[config.mk]
export PLATFORM = sky130hd
export DESIGN_NAME = snmp_get_request_parser
export DESIGN_NICKNAME = d
export VERILOG_FILES = /design/src/hdl/snmp_pkg.sv /design/src/hdl/snmp_get_request_parser.sv /design/src/hdl/snmp_cfg.sv /design/src/hdl/snmp_core.sv
export VERILOG_INCLUDE_DIRS = /design/src /design/src/hdl
export SDC_FILE = /design/constraint.sdc
export NUM_CORES = 1
export LEC_CHECK = 0
export ABC_AREA = 1
export BUFFER_PORTS_ARGS = -buffer_cell sky130_fd_sc_hd__buf_2
export CAP_MARGIN = 5
export CORE_ASPECT_RATIO = 2
export CORE_MARGIN = 2
export CORE_UTILIZATION = 38
export CTS_BUF_LIST = sky130_fd_sc_hd__clkbuf_2
export DETAILED_ROUTE_END_ITERATION = 10
export PLACE_DENSITY_LB_ADDON = 0.05
export REMOVE_ABC_BUFFERS = 1
export SYNTH_ARGS = -nofsm -noshare
export SYNTH_HDL_FRONTEND = slang
export SYNTH_SLANG_ARGS = --single-unit
export TNS_END_PERCENT = 100
[constraint.sdc]
create_clock -name clk -period 7.9 [get_ports clk]
set_input_delay 0.395 -clock clk [delete_from_list [all_inputs] [get_ports clk]]
set_output_delay 0.395 -clock clk [all_outputs]
set_load 0.02 [all_outputs]
[src/hdl/assert_macros.svh]
// assertion macros used by the snmp_get_request_parser rtl
// no dependencies
`ifndef ASSERT_MACROS_SVH
`define ASSERT_MACROS_SVH
// property that must hold at every clock edge outside reset
`define ASSERT_ALWAYS(label, clk, rst, prop, msg) \
  label: assert property (@(posedge clk) disable iff (rst) (prop)) else $error(msg);
// implication checked on the same edge
`define ASSERT_IMPLIES(label, clk, rst, ante, cons, msg) \
  label: assert property (@(posedge clk) disable iff (rst) (ante) |-> (cons)) else $error(msg);
// implication checked on the next edge
`define ASSERT_NEXT(label, clk, rst, ante, cons, msg) \
  label: assert property (@(posedge clk) disable iff (rst) (ante) |=> (cons)) else $error(msg);
`endif

[src/hdl/snmp_pkg.sv]
// package for the snmp get request parser: phases, codes, constants
// no dependencies
`timescale 1ns / 1ps
package snmp_pkg;
  localparam int MaxDatagram = 2048;
  localparam int ReqIdBytes  = 8;
  localparam int CommMax     = 23;
  localparam int PrefixLen   = 9;

  typedef enum logic [3:0] {
    PH_OUTER, PH_VER, PH_COMM, PH_PDU, PH_REQID, PH_ES, PH_EI,
    PH_VBL, PH_VB, PH_OID, PH_VAL, PH_DONE, PH_HALT
  } phase_t;

  typedef enum logic [1:0] {HS_TAG, HS_LEN, HS_LONG, HS_CONTENT} hstep_t;

  typedef enum logic [1:0] {
    ST_OK = 2'd0, ST_PARSE = 2'd1, ST_AUTH = 2'd2, ST_LONG_ID = 2'd3
  } status_t;

  typedef enum logic [1:0] {
    CFG_COMM0 = 2'd0, CFG_COMM1 = 2'd1, CFG_COMM2 = 2'd2, CFG_COMM_LEN = 2'd3
  } cfg_index_t;

  localparam logic [7:0] TagSeq = 8'h30;
  localparam logic [7:0] TagInt = 8'h02;
  localparam logic [7:0] TagOct = 8'h04;
  localparam logic [7:0] TagPdu = 8'hA0;
  localparam logic [7:0] TagOid = 8'h06;

  // fixed oid prefix byte
  function automatic logic [7:0] oid_prefix(input logic [3:0] i);
    case (i)
      4'd0: oid_prefix = 8'h2B;
      4'd1: oid_prefix = 8'h06;
      4'd2: oid_prefix = 8'h01;
      4'd3: oid_prefix = 8'h04;
      4'd4: oid_prefix = 8'h01;
      4'd5: oid_prefix = 8'h83;
      4'd6: oid_prefix = 8'hB2;
      4'd7: oid_prefix = 8'h03;
      4'd8: oid_prefix = 8'h01;
      default: oid_prefix = 8'h00;
    endcase
  endfunction

  // byte step inputs as seen by the parse core
  typedef struct packed {
    logic       valid;
    logic [7:0] data;
    logic       last;
  } byte_in_t;

  // one finished result
  typedef struct packed {
    logic [1:0]  status;
    logic [7:0]  metric;
    logic [7:0]  version;
    logic [63:0] req_id;
    logic [3:0]  req_id_len;
  } result_t;
endpackage

[src/hdl/snmp_get_request_parser.sv]
// snmp get request parser: one datagram byte per transfer, one result per datagram
// a datagram's result passes the core's result register and then the output queue before m_axis_tvalid rises
// throughput: one byte per cycle; input stalls only while the 2-entry queue cannot take more
// reset: rst (synchronous, active high) clears parse state, community registers and queue
// depends on snmp_pkg, snmp_cfg, snmp_core, assert_macros.svh
`timescale 1ns / 1ps
`include "assert_macros.svh"
module snmp_get_request_parser import snmp_pkg::*; (
  input  logic        clk,
  input  logic        rst,
  input  logic        s_axis_tvalid,
  output logic        s_axis_tready,
  input  logic [7:0]  s_axis_tdata,   // data_byte [7:0]
  input  logic        s_axis_tlast,   // last_byte
  output logic        m_axis_tvalid,
  input  logic        m_axis_tready,
  output logic [87:0] m_axis_tdata,   // status, metric_index, version, request_id,
                                      // request_id_length, zero pad
  input  logic        cfg_we,
  input  logic [1:0]  cfg_index,
  input  logic [63:0] cfg_data
);
  logic [183:0] community;
  logic [4:0]   community_length;
  byte_in_t     in_byte;
  logic         res_valid;
  result_t      res;
  result_t      q0, q1;
  logic         v0, v1;

  snmp_cfg u_cfg (
    .clk, .rst, .cfg_we, .cfg_index, .cfg_data, .community, .community_length
  );

  // stall input only when the queue is full or holds one with a result in flight
  assign s_axis_tready = !v1 && !(v0 && res_valid);
  assign in_byte = '{valid: s_axis_tvalid && s_axis_tready,
                     data: s_axis_tdata, last: s_axis_tlast};

  snmp_core u_core (
    .clk, .rst, .in_byte, .community, .community_length, .res_valid, .res
  );

  // two-entry output queue
  always_ff @(posedge clk) begin
    if (rst) begin
      v0 <= 1'b0; v1 <= 1'b0;
    end else begin
      if (m_axis_tvalid && m_axis_tready) begin
        if (v1) begin q0 <= q1; v1 <= res_valid; q1 <= res; end
        else begin v0 <= res_valid; q0 <= res; end
      end else if (res_valid) begin
        if (!v0) begin v0 <= 1'b1; q0 <= res; end
        else begin v1 <= 1'b1; q1 <= res; end
      end
    end
  end

  assign m_axis_tvalid = v0;
  assign m_axis_tdata = {2'b00, q0.req_id_len, q0.req_id, q0.version, q0.metric, q0.status};

  `ASSERT_IMPLIES(a_no_overflow, clk, rst, v1 && res_valid, 1'b0, "queue overflow")
  `ASSERT_IMPLIES(a_order, clk, rst, v1, v0, "queue entries out of order")
  `ASSERT_NEXT(a_result, clk, rst, in_byte.valid && in_byte.last, res_valid,
               "missing result after last byte")
endmodule

[src/hdl/snmp_cfg.sv]
// configuration registers of the snmp parser: community string and length
// depends on snmp_pkg
`timescale 1ns / 1ps
module snmp_cfg import snmp_pkg::*; (
  input  logic         clk,
  input  logic         rst,
  input  logic         cfg_we,
  input  logic [1:0]   cfg_index,
  input  logic [63:0]  cfg_data,
  output logic [183:0] community,
  output logic [4:0]   community_length
);
  logic [63:0] comm0, comm1;
  logic [55:0] comm2;

  // register writes
  always_ff @(posedge clk) begin
    if (rst) begin
      comm0 <= '0;
      comm1 <= '0;
      comm2 <= '0;
      community_length <= '0;
    end else if (cfg_we) begin
      case (cfg_index)
        CFG_COMM0:    comm0 <= cfg_data;
        CFG_COMM1:    comm1 <= cfg_data;
        CFG_COMM2:    comm2 <= cfg_data[55:0];
        CFG_COMM_LEN: community_length <= cfg_data[4:0];
        default: ;
      endcase
    end
  end

  assign community = {comm2, comm1, comm0};
endmodule

[src/hdl/snmp_core.sv]
// ber walk of one datagram, one byte per cycle while in_byte.valid is high, result registered on the last byte
// depends on snmp_pkg
`timescale 1ns / 1ps
module snmp_core import snmp_pkg::*; (
  input  logic         clk,
  input  logic         rst,
  input  byte_in_t     in_byte,
  input  logic [183:0] community,
  input  logic [4:0]   community_length,
  output logic         res_valid,
  output result_t      res
);
  logic [11:0] offset;
  phase_t      phase;
  hstep_t      hstep;
  logic [15:0] len_acc;
  logic [1:0]  long_cnt;
  logic [15:0] encl [4];
  logic [15:0] elem_end;
  logic [4:0]  cidx;
  logic        comm_ok, prefix_ok;
  logic [1:0]  err;
  logic [7:0]  metric, version;
  logic [63:0] req_id;
  logic [3:0]  id_len;
  logic [15:0] comm_len;
  logic        id_ovf;

  phase_t      phase_n;
  hstep_t      hstep_n;
  logic [15:0] len_acc_n, elem_end_n, comm_len_n;
  logic [1:0]  long_cnt_n, err_n;
  logic [15:0] encl_n [4];
  logic [4:0]  cidx_n;
  logic        comm_ok_n, prefix_ok_n, id_ovf_n;
  logic [7:0]  metric_n, version_n;
  logic [63:0] req_id_n;
  logic [3:0]  id_len_n;

  logic [1:0]  plev;
  logic [15:0] parent_end, o16, lval;
  logic [16:0] o_ext;
  logic        tag_good, hdr_go, fin_go;
  logic [7:0]  b;
  logic [1:0]  status_c;

  assign b = in_byte.data;
  assign o16 = {4'd0, offset};
  assign o_ext = {1'b0, o16};

  // parent level of the current element
  always_comb begin
    if (phase <= PH_PDU) plev = 2'd0;
    else if (phase <= PH_VBL) plev = 2'd1;
    else if (phase == PH_VB) plev = 2'd2;
    else plev = 2'd3;
  end
  assign parent_end = encl[plev];

  // tag check
  always_comb begin
    case (phase)
      PH_OUTER, PH_VBL, PH_VB: tag_good = (b == TagSeq);
      PH_VER, PH_REQID:        tag_good = (b == TagInt);
      PH_COMM:                 tag_good = (b == TagOct);
      PH_PDU:                  tag_good = (b == TagPdu);
      PH_OID:                  tag_good = (b == TagOid);
      default:                 tag_good = 1'b1;
    endcase
  end

  // parse step
  always_comb begin
    logic [16:0] endw;
    logic [7:0]  cb;
    phase_n = phase; hstep_n = hstep; len_acc_n = len_acc; long_cnt_n = long_cnt;
    for (int k = 0; k < 4; k++) encl_n[k] = encl[k];
    elem_end_n = elem_end; cidx_n = cidx; comm_ok_n = comm_ok; prefix_ok_n = prefix_ok;
    err_n = err; metric_n = metric; version_n = version; req_id_n = req_id;
    id_len_n = id_len; comm_len_n = comm_len; id_ovf_n = id_ovf;
    hdr_go = 1'b0; fin_go = 1'b0; lval = len_acc;
    endw = '0; cb = '0;

    if ({4'd0, offset} >= 16'(MaxDatagram)) begin
      err_n = ST_PARSE; phase_n = PH_HALT;
    end else if (phase != PH_DONE && phase != PH_HALT) begin
      case (hstep)
        HS_TAG: begin
          if (phase != PH_OUTER && {1'b0, parent_end} < o_ext + 17'd2) begin
            err_n = ST_PARSE; phase_n = PH_HALT;
          end else if (!tag_good) begin
            err_n = ST_PARSE; phase_n = PH_HALT;
          end else hstep_n = HS_LEN;
        end
        HS_LEN: begin
          if (b[7]) begin
            if (b[6:0] == 7'd0 || b[6:0] > 7'd2) begin
              err_n = ST_PARSE; phase_n = PH_HALT;
            end else if (phase != PH_OUTER &&
                         {1'b0, parent_end} < o_ext + 17'd1 + {15'd0, b[1:0]}) begin
              err_n = ST_PARSE; phase_n = PH_HALT;
            end else begin
              long_cnt_n = b[1:0]; len_acc_n = '0; hstep_n = HS_LONG;
            end
          end else begin
            lval = {8'd0, b}; len_acc_n = lval; hdr_go = 1'b1;
          end
        end
        HS_LONG: begin
          lval = {len_acc[7:0], b}; len_acc_n = lval;
          long_cnt_n = long_cnt - 2'd1;
          hdr_go = (long_cnt == 2'd1);
        end
        default: begin
          case (phase)
            PH_VER: version_n = b;
            PH_COMM: begin
              cb = community[{cidx, 3'b000} +: 8];
              if (cidx >= 5'(CommMax) || cb != b) comm_ok_n = 1'b0;
            end
            PH_REQID: begin
              req_id_n = {req_id[55:0], b};
              if (id_len < 4'(ReqIdBytes)) id_len_n = id_len + 4'd1;
              else id_ovf_n = 1'b1;
            end
            PH_OID: begin
              if (cidx < 5'(PrefixLen)) begin
                if (oid_prefix(cidx[3:0]) != b) prefix_ok_n = 1'b0;
              end else if (cidx == 5'(PrefixLen)) metric_n = b;
            end
            default: ;
          endcase
          if (cidx < 5'd31) cidx_n = cidx + 5'd1;
          fin_go = (o_ext + 17'd1 >= {1'b0, elem_end});
        end
      endcase

      // header complete
      if (hdr_go) begin
        endw = o_ext + 17'd1 + {1'b0, lval};
        if (phase != PH_OUTER && endw > {1'b0, parent_end}) begin
          err_n = ST_PARSE; phase_n = PH_HALT;
        end else begin
          hstep_n = HS_TAG;
          case (phase)
            PH_OUTER: begin encl_n[0] = endw[15:0]; phase_n = PH_VER; end
            PH_PDU: begin
              if (comm_len != {11'd0, community_length} || !comm_ok) begin
                err_n = ST_AUTH; phase_n = PH_HALT;
              end else begin encl_n[1] = endw[15:0]; phase_n = PH_REQID; end
            end
            PH_VBL: begin encl_n[2] = endw[15:0]; phase_n = PH_VB; end
            PH_VB:  begin encl_n[3] = endw[15:0]; phase_n = PH_OID; end
            PH_VAL: phase_n = PH_DONE;
            default: begin
              if (phase == PH_VER && lval != 16'd1) begin
                err_n = ST_PARSE; phase_n = PH_HALT;
              end else begin
                if (phase == PH_COMM) comm_len_n = lval;
                elem_end_n = endw[15:0]; cidx_n = '0; hstep_n = HS_CONTENT;
                fin_go = (lval == 16'd0);
              end
            end
          endcase
        end
      end

      // element content complete
      if (fin_go) begin
        hstep_n = HS_TAG;
        case (phase)
          PH_VER:   phase_n = PH_COMM;
          PH_COMM:  phase_n = PH_PDU;
          PH_REQID: phase_n = PH_ES;
          PH_ES:    phase_n = PH_EI;
          PH_EI:    phase_n = PH_VBL;
          PH_OID: begin
            if (len_acc_n == 16'(PrefixLen + 1) && prefix_ok_n) phase_n = PH_VAL;
            else begin err_n = ST_PARSE; phase_n = PH_HALT; end
          end
          default: begin err_n = ST_PARSE; phase_n = PH_HALT; end
        endcase
      end
    end
  end

  // status on the last byte
  always_comb begin
    if (err_n == ST_PARSE) status_c = ST_PARSE;
    else if (phase_n == PH_DONE || err_n == ST_AUTH) begin
      if ({1'b0, encl_n[0]} > o_ext + 17'd1) status_c = ST_PARSE;
      else if (err_n == ST_AUTH) status_c = ST_AUTH;
      else status_c = id_ovf_n ? ST_LONG_ID : ST_OK;
    end else status_c = ST_PARSE;
  end

  // parse state registers
  always_ff @(posedge clk) begin
    if (rst || (in_byte.valid && in_byte.last)) begin
      offset <= '0; phase <= PH_OUTER; hstep <= HS_TAG; len_acc <= '0;
      long_cnt <= '0;
      for (int k = 0; k < 4; k++) encl[k] <= '0;
      elem_end <= '0; cidx <= '0; comm_ok <= 1'b1; prefix_ok <= 1'b1;
      err <= '0; metric <= '0; version <= '0; req_id <= '0; id_len <= '0;
      comm_len <= '0; id_ovf <= 1'b0;
    end else if (in_byte.valid) begin
      if ({4'd0, offset} < 16'(MaxDatagram)) offset <= offset + 12'd1;
      phase <= phase_n; hstep <= hstep_n; len_acc <= len_acc_n;
      long_cnt <= long_cnt_n;
      for (int k = 0; k < 4; k++) encl[k] <= encl_n[k];
      elem_end <= elem_end_n; cidx <= cidx_n; comm_ok <= comm_ok_n;
      prefix_ok <= prefix_ok_n; err <= err_n; metric <= metric_n;
      version <= version_n; req_id <= req_id_n; id_len <= id_len_n;
      comm_len <= comm_len_n; id_ovf <= id_ovf_n;
    end
  end

  // result register
  always_ff @(posedge clk) begin
    if (rst) res_valid <= 1'b0;
    else res_valid <= in_byte.valid && in_byte.last;
  end
  always_ff @(posedge clk) begin
    if (in_byte.valid && in_byte.last) begin
      res.status <= status_c;
      if (status_c == ST_OK || status_c == ST_LONG_ID) begin
        res.metric <= metric_n; res.version <= version_n;
        res.req_id <= req_id_n; res.req_id_len <= id_len_n;
      end else begin
        res.metric <= '0; res.version <= '0; res.req_id <= '0; res.req_id_len <= '0;
      end
    end
  end
endmodule

==> impl_metrics.csv, run 1 <==
group,metric,value,unit
drt,wirelength,101000,µm
pwr,swShare,29.5,%
clock_tree,cts_max_path_buffers,3,
sta,layout_worst_path_cycle_share,90.4,%
floorplanning,pin_count,170,
sta,holdWs,0.229,ns
placement,hpwlAfterDp,71200,µm
yosys,synth_area_leaders,"edfxtp_1 30%, dfxtp_1 22%, o21ai_0 7.5%",
placement,gp_congestion,0.907,
floorplanning,die_h,415,µm
yosys,ys_top_cells_by_count,"481 x o21ai_0, 444 x nand2_1, 442 x nor2_1, 361 x dfxtp_1, 353 x inv_1",
finish,final_nets,4137,
floorplanning,fp.coreArea,83700,µm²
yosys,yosys.area.top_type_share,30.1,%
yosys,synth_edf_count,322,
clock_tree,holdBufCountCts,184,
job,maxCapViolCount,0,
clock_tree,post_cts_buffers,0,
sta,fmax,140,MHz
drt,drtIter0Drc,1437,
floorplanning,rows,150,
floorplanning,die_width,210,µm
pwr,p_per_area,196,nW/µm²
sta,timing.max_slew.rel_slack,24.2,%
yosys,syn_inst,3565,
pwr,vdd_drop_max,0.146,mV
finish,n_fill_cell,8392,
finish,drive_gt1_share,17.5,%
clock_tree,cts.sinks,683,
global_route,grt_usage,23.2,%
clock_tree,cts_buffers,161,
drt,vias,26600,
clock_tree,path_clk_slew,0.12,ns
finish,area_delta_synth_final,16.6,%
yosys,synth_area,32100,µm²
sta,rsz0062_at_grt,"false",
worst_setup_path,end_kind,"register",
global_route,grt_overflow,0,
global_route,grt_pass1_wl,155000,µm
global_route,antenna_found_initial,2,
placement,dp.cells,4676,
clock_tree,cts-root-buf,"clkbuf_2",
sta,worst_pin_slew,1.13,ns
clock_tree,clkLatencyLatePin,1.54,ns
pwr,p_clk_share,33.9,%
clock_tree,cts_tree,"yes",
sta,setup_tns,0,ns
yosys,synth.avg_cell_area,9.01,µm²
worst_setup_path,cpPeakStageDelay,0.64,ns
worst_setup_path,cp_max_fo,22,
yosys,synth_most_common_cell,"o21ai_0",
finish,fin_cells,5138,
drt,vias_per_cell,5.18,
pwr,comb_power_share,13.8,%
worst_setup_path,crit_type,"register to register",
yosys,yosysSeqAreaShare,52.6,%
sta,hold_viol_final,0,
yosys,synth_cell_types,60,
worst_setup_path,crit_slowest_cell,"ha_1",
finish,final_cell_area,37500,µm²
yosys,postSynth.asyncResetShare,0,%
pwr,net-switching-power,2.17,mW
floorplanning,initial_core_util,38.4,%
global_route,grt_start_max_net_pins,127,
worst_setup_path,cp_data_required_time,9.13,ns
yosys,ys_ff_latch,683,
clock_tree,h-tree-depth,4,
sta,fin_crit,7.14,ns
drt,drc,0,
drt,drtAntennaViolNets,0,
yosys,synth_ff_type,"dfxtp_1",
placement,portBuffers,167,
yosys,synth_warnings,0,
worst_setup_path,cp-start-kind,"register",
status,status,"completed",
yosys,yosys.area.top_type,"edfxtp_1",
sta,setup_viol_count_final,0,
sta,finalClockSkew,0.0951,ns
sta,drv_slew,0,
placement,place_area,34100,µm²
drt,wl_per_cell,19.7,µm
worst_setup_path,critical_path_arrival,8.37,ns
floorplanning,die_area,87000,µm²
pwr,p_int,5.19,mW
pwr,share_seq_of_total_power,52.4,%
global_route,grt_pass1_vias,27200,
hold_path,hold_path_class,"input port to register",
worst_setup_path,cp_common_cell,"nand2_1",
pwr,p_leak,14.7,nW
drt,dr.pass1.iters,8,
clock_tree,post_cts_resized,0,
==> flip-flops by register name, indices dropped and copies added (netlist names), 8 cells and up, named ones only <==
| name | flops |
|---|---|
| u_core.len_acc | 16 |
| u_core.req_id | 64 |
| u_core.offset | 12 |
| u_core.encl | 64 |
| u_core.comm_len | 16 |
| u_core.version | 8 |
| u_cfg.comm2 | 56 |
| m_axis_tdata | 86 |
| u_core.elem_end | 16 |
| u_cfg.comm0 | 64 |
| u_cfg.comm1 | 64 |
| u_core.res | 86 |
| q1 | 86 |
| u_core.metric | 8 |
==> worst max-delay path: cells and delay by family (launching register included) <==
family / cells / cell delay, ns
XOR/XNOR: 1 / 0.18
AO/OA/AOI/OAI: 12 / 2.06
adder cells (fa/ha/maj): 3 / 1.27
buffers and inverters: 5 / 0.74
flip-flops: 1 / 0.43
AND/OR/NAND/NOR: 20 / 2.12
==> kinds of logic (layout without fill, tap and decap cells) <==
group | count (synthesis) | count (layout) | share of synthesized area [%]
multiplexers | 87 | 87 | 3.05
flip-flops | 683 | 683 | 52.6
other | 2 | 7 | 0.0234
AND/OR/NAND/NOR | 1144 | 1144 | 16.0
buffers and inverters | 564 | 1068 | 7.11
adder cells (fa/ha/maj) | 98 | 98 | 3.86
XOR/XNOR | 53 | 53 | 1.44
AO/OA/AOI/OAI | 934 | 934 | 16.0
==> cell type report <==
| type | instances | area (µm²) | area share, % |
|---|---|---|---|
| Sequential cell | 683 | 16900 | 45.1 |
| Multi-Input combinational cell | 2319 | 13000 | 34.8 |
| Timing Repair Buffer | 427 | 3290 | 8.77 |
| Inverter | 367 | 1380 | 3.69 |
| Tap cell | 1064 | 1330 | 3.55 |
| Clock buffer | 248 | 1240 | 3.31 |
| Clock inverter | 26 | 293 | 0.781 |
| Antenna cell | 4 | 10.0 | 0.0267 |
==> placed cells by master, fill, tap and decap left out, drive strengths merged, types with 22 or more instances in the layout <==
cell / instances
clkinv: 24
nand4: 23
ha: 96
nand2: 456
a21oi: 253
xor2: 48
o21ai: 485
dfxtp: 361
nand3: 109
mux2: 86
o22ai: 85
buf: 243
dlygate4sd3: 184
clkbuf: 248
nor3: 22
o221ai: 26
edfxtp: 322
nor2: 513
inv: 361
==> power groups by stage <==
stage	Clock (mW)	Combinational (mW)	Sequential (mW)
finish	2.49	1.01	3.85
detailed placement	0	0.948	3.93
CTS	2.61	1.02	3.85
global route	2.76	1.12	3.86
global placement	0	0.941	3.93
floorplan	0	0.546	3.94
==> path summary, 6_finish.rpt <==
check | endpoint | slack [ns] | cells past startpoint | start
max | u_core.res[80] | 0.76 | 41 | u_core.hstep[1]
min | u_core.comm_ok | 0.23 | 8 | s_axis_tdata[5]
max reg2reg | u_core.res[80] | 0.76 | 41 | u_core.hstep[1]
min reg2reg | q1[4] | 0.44 | 0 | u_core.res[4]
==> metal layers <==
layer	global-route usage, %	wire length, µm	up-vias
met3	4.05	3420	255
li1	-	-	13100
met4	13.5	6000	0
met2	45.0	55900	693
met5	0	0	-
met1	22.7	36000	12600
==> through the flow <==
| stage | worst slack, ns | total power, mW | util [%] |
|---|---|---|---|
| final | 0.756 | 7.35 | 44.8 |
| after global placement | 0.844 | 4.87 | 40.7 |
| after floorplan | -0.490 | 4.49 | - |
| after detailed placement | 0.818 | 4.88 | 40.7 |
| after CTS | 0.691 | 7.48 | 44.8 |
| after global routing | 0.0190 | 7.74 | 44.8 |
(Power assumes the default switching activity.)
==> run 2, diff against run 1 <==
- CELL_PAD_IN_SITES_DETAIL_PLACEMENT: unset -> 2
- CELL_PAD_IN_SITES_GLOBAL_PLACEMENT: unset -> 2
==> run 2 against run 1 <==
Fmax down 0.74%. Die area unchanged. Register-to-register slack worse by 0.05 ns. Clock skew down 0.0031 ns. Design area up 0.28%. Largest power group unchanged.
==> impl_metrics.csv, run 2 (synthesis gave the netlist of run 1 again) <==
group,metric,value,unit
worst_setup_path,cpPeakStageDelay,0.53,ns
clock_tree,cts_max_path_buffers,3,
sta,worst_slack,0.703,ns
global_route,grt_pass1_vias,32400,
drt,drtAntennaViolNets,0,
worst_setup_path,cp_max_fo,47,
sta,rsz0062_at_grt,"false",
sta,fin_crit,7.20,ns
drt,wl_per_cell,24.5,µm
pwr,p_per_area,198,nW/µm²
clock_tree,cts_tree,"yes",
drt,dr.pass1.iters,5,
clock_tree,post_cts_buffers,0,
floorplanning,die_width,210,µm
sta,setup_tns,0,ns
finish,drive_gt1_share,17.5,%
pwr,p_leak,14.8,nW
placement,portBuffers,167,
drt,vias_per_cell,5.43,
sta,layout_worst_path_cycle_share,91.1,%
worst_setup_path,end_kind,"register",
floorplanning,die_h,415,µm
sta,setup_viol_count_final,0,
sta,hold_viol_final,0,
placement,hpwlAfterDp,87500,µm
drt,drtIter0Drc,955,
clock_tree,cts_buffers,163,
drt,wirelength,127000,µm
finish,final_cell_area,37600,µm²
clock_tree,h-tree-depth,4,
worst_setup_path,cp_common_cell,"nand2_1",
worst_setup_path,cp_data_required_time,9.15,ns
clock_tree,path_clk_slew,0.13,ns
global_route,antenna_found_initial,3,
hold_path,hold_path_class,"input port to register",
drt,vias,28100,
floorplanning,rows,150,
floorplanning,die_area,87000,µm²
clock_tree,cts-root-buf,"clkbuf_2",
floorplanning,fp.coreArea,83700,µm²
finish,final_cell_mix,"481 x o21ai_0, 441 x nand2_1, 438 x nor2_1",
drt,drc,0,
floorplanning,initial_core_util,38.4,%
global_route,grt_overflow,0,
job,maxCapViolCount,0,
finish,fin_util,44.9,%
sta,fmax,139,MHz
sta,worst_pin_slew,1.19,ns
sta,drv_slew,0,
sta,finalClockSkew,0.0921,ns
placement,place_area,34100,µm²
sta,timing.max_slew.rel_slack,20.6,%
placement,gp_congestion,0.889,
global_route,grt_pass1_wl,194000,µm
floorplanning,pin_count,170,
finish,final_nets,4147,
sta,holdWs,0.212,ns
worst_setup_path,critical_path_arrival,8.45,ns
pwr,vdd_drop_max,0.127,mV
placement,dp_slack,0.589,ns
finish,area_delta_synth_final,16.9,%
global_route,grt_usage,29.2,%
finish,final_common_cell,"o21ai_0",
clock_tree,clkLatencyLatePin,1.58,ns
worst_setup_path,crit_slowest_cell,"ha_2",
status,status,"completed",
clock_tree,cts.sinks,683,
global_route,grt_start_max_net_pins,128,
worst_setup_path,cp-start-kind,"register",
worst_setup_path,crit_type,"register to register",
==> run 2: cell count changes in the layout (fill, tap and decap cells not counted), sizes merged <==
cell         previous run  this run
buf                   243       242
inv                   361       364
clkinv                 24        44
clkinvlp                1         2
clkbuf                248       241
bufinv                  7         3
dlygate4sd3           184       193
diode                   4         7
==> run 2: metal layers <==
metal	part of all wire (%)	routed length (µm)	GRT usage, %	up-vias
met4	6.5	8280	17.7	0
li1	-	-	-	13000
met1	34	43000	27.0	14100
met3	2.7	3410	4.44	324
met2	57	71800	58.3	578
met5	0	0	0	-
==> run 2: final timing paths <==
path	start	slack, ns	to	cells past startpoint
setup / recovery	u_core.hstep[1]	0.70	u_core.res[80]	41
setup reg to reg	u_core.hstep[1]	0.70	u_core.res[80]	41
hold / removal	s_axis_tdata[3]	0.21	u_core.len_acc[3]	6
hold reg to reg	u_core.res[73]	0.41	q1[73]	0
==> run 2: final cells by class <==
type / instances / area (µm²)
Antenna cell: 7 / 17.5
Clock buffer: 241 / 1210
Clock inverter: 46 / 308
Fill cell: 9201 / 46100
Inverter: 367 / 1380
Multi-Input combinational cell: 2319 / 13000
Sequential cell: 683 / 16900
Tap cell: 1064 / 1330
Timing Repair Buffer: 435 / 3400
==> run 2: critical path, delay by kind of cell, from the launching register on <==
family / cells / cell delay [ns]
AOI/OAI and AO/OA: 12 / 2.16
and+or+nand+nor: 20 / 2.08
adders and majority gates: 3 / 1.18
buffers and inverters: 5 / 0.77
DFF: 1 / 0.44
xor gates and xnor gates: 1 / 0.19
==> run 2: timing repair <==
item                       CTS  global route
resized for setup            0             2
hold buffers               194             0
setup endpoints to repair    0            75
hold endpoints to repair   568             0
==> run 2: where the power goes <==
| group | internal (mW) | switching [mW] |
|---|---|---|
| logic | 0.349 | 0.736 |
| registers | 3.80 | 0.0597 |
| clock network | 0.925 | 1.56 |
==> run 2: metrics by stage <==
stage | power [mW] | std cells
6_report | 7.44 | 5162
2_1_floorplan | 4.49 | 3369
3_3_place_gp | 4.89 | 4674
5_1_grt | 7.80 | 5162
3_5_place_dp | 4.94 | 4674
4_1_cts | 7.53 | 5155
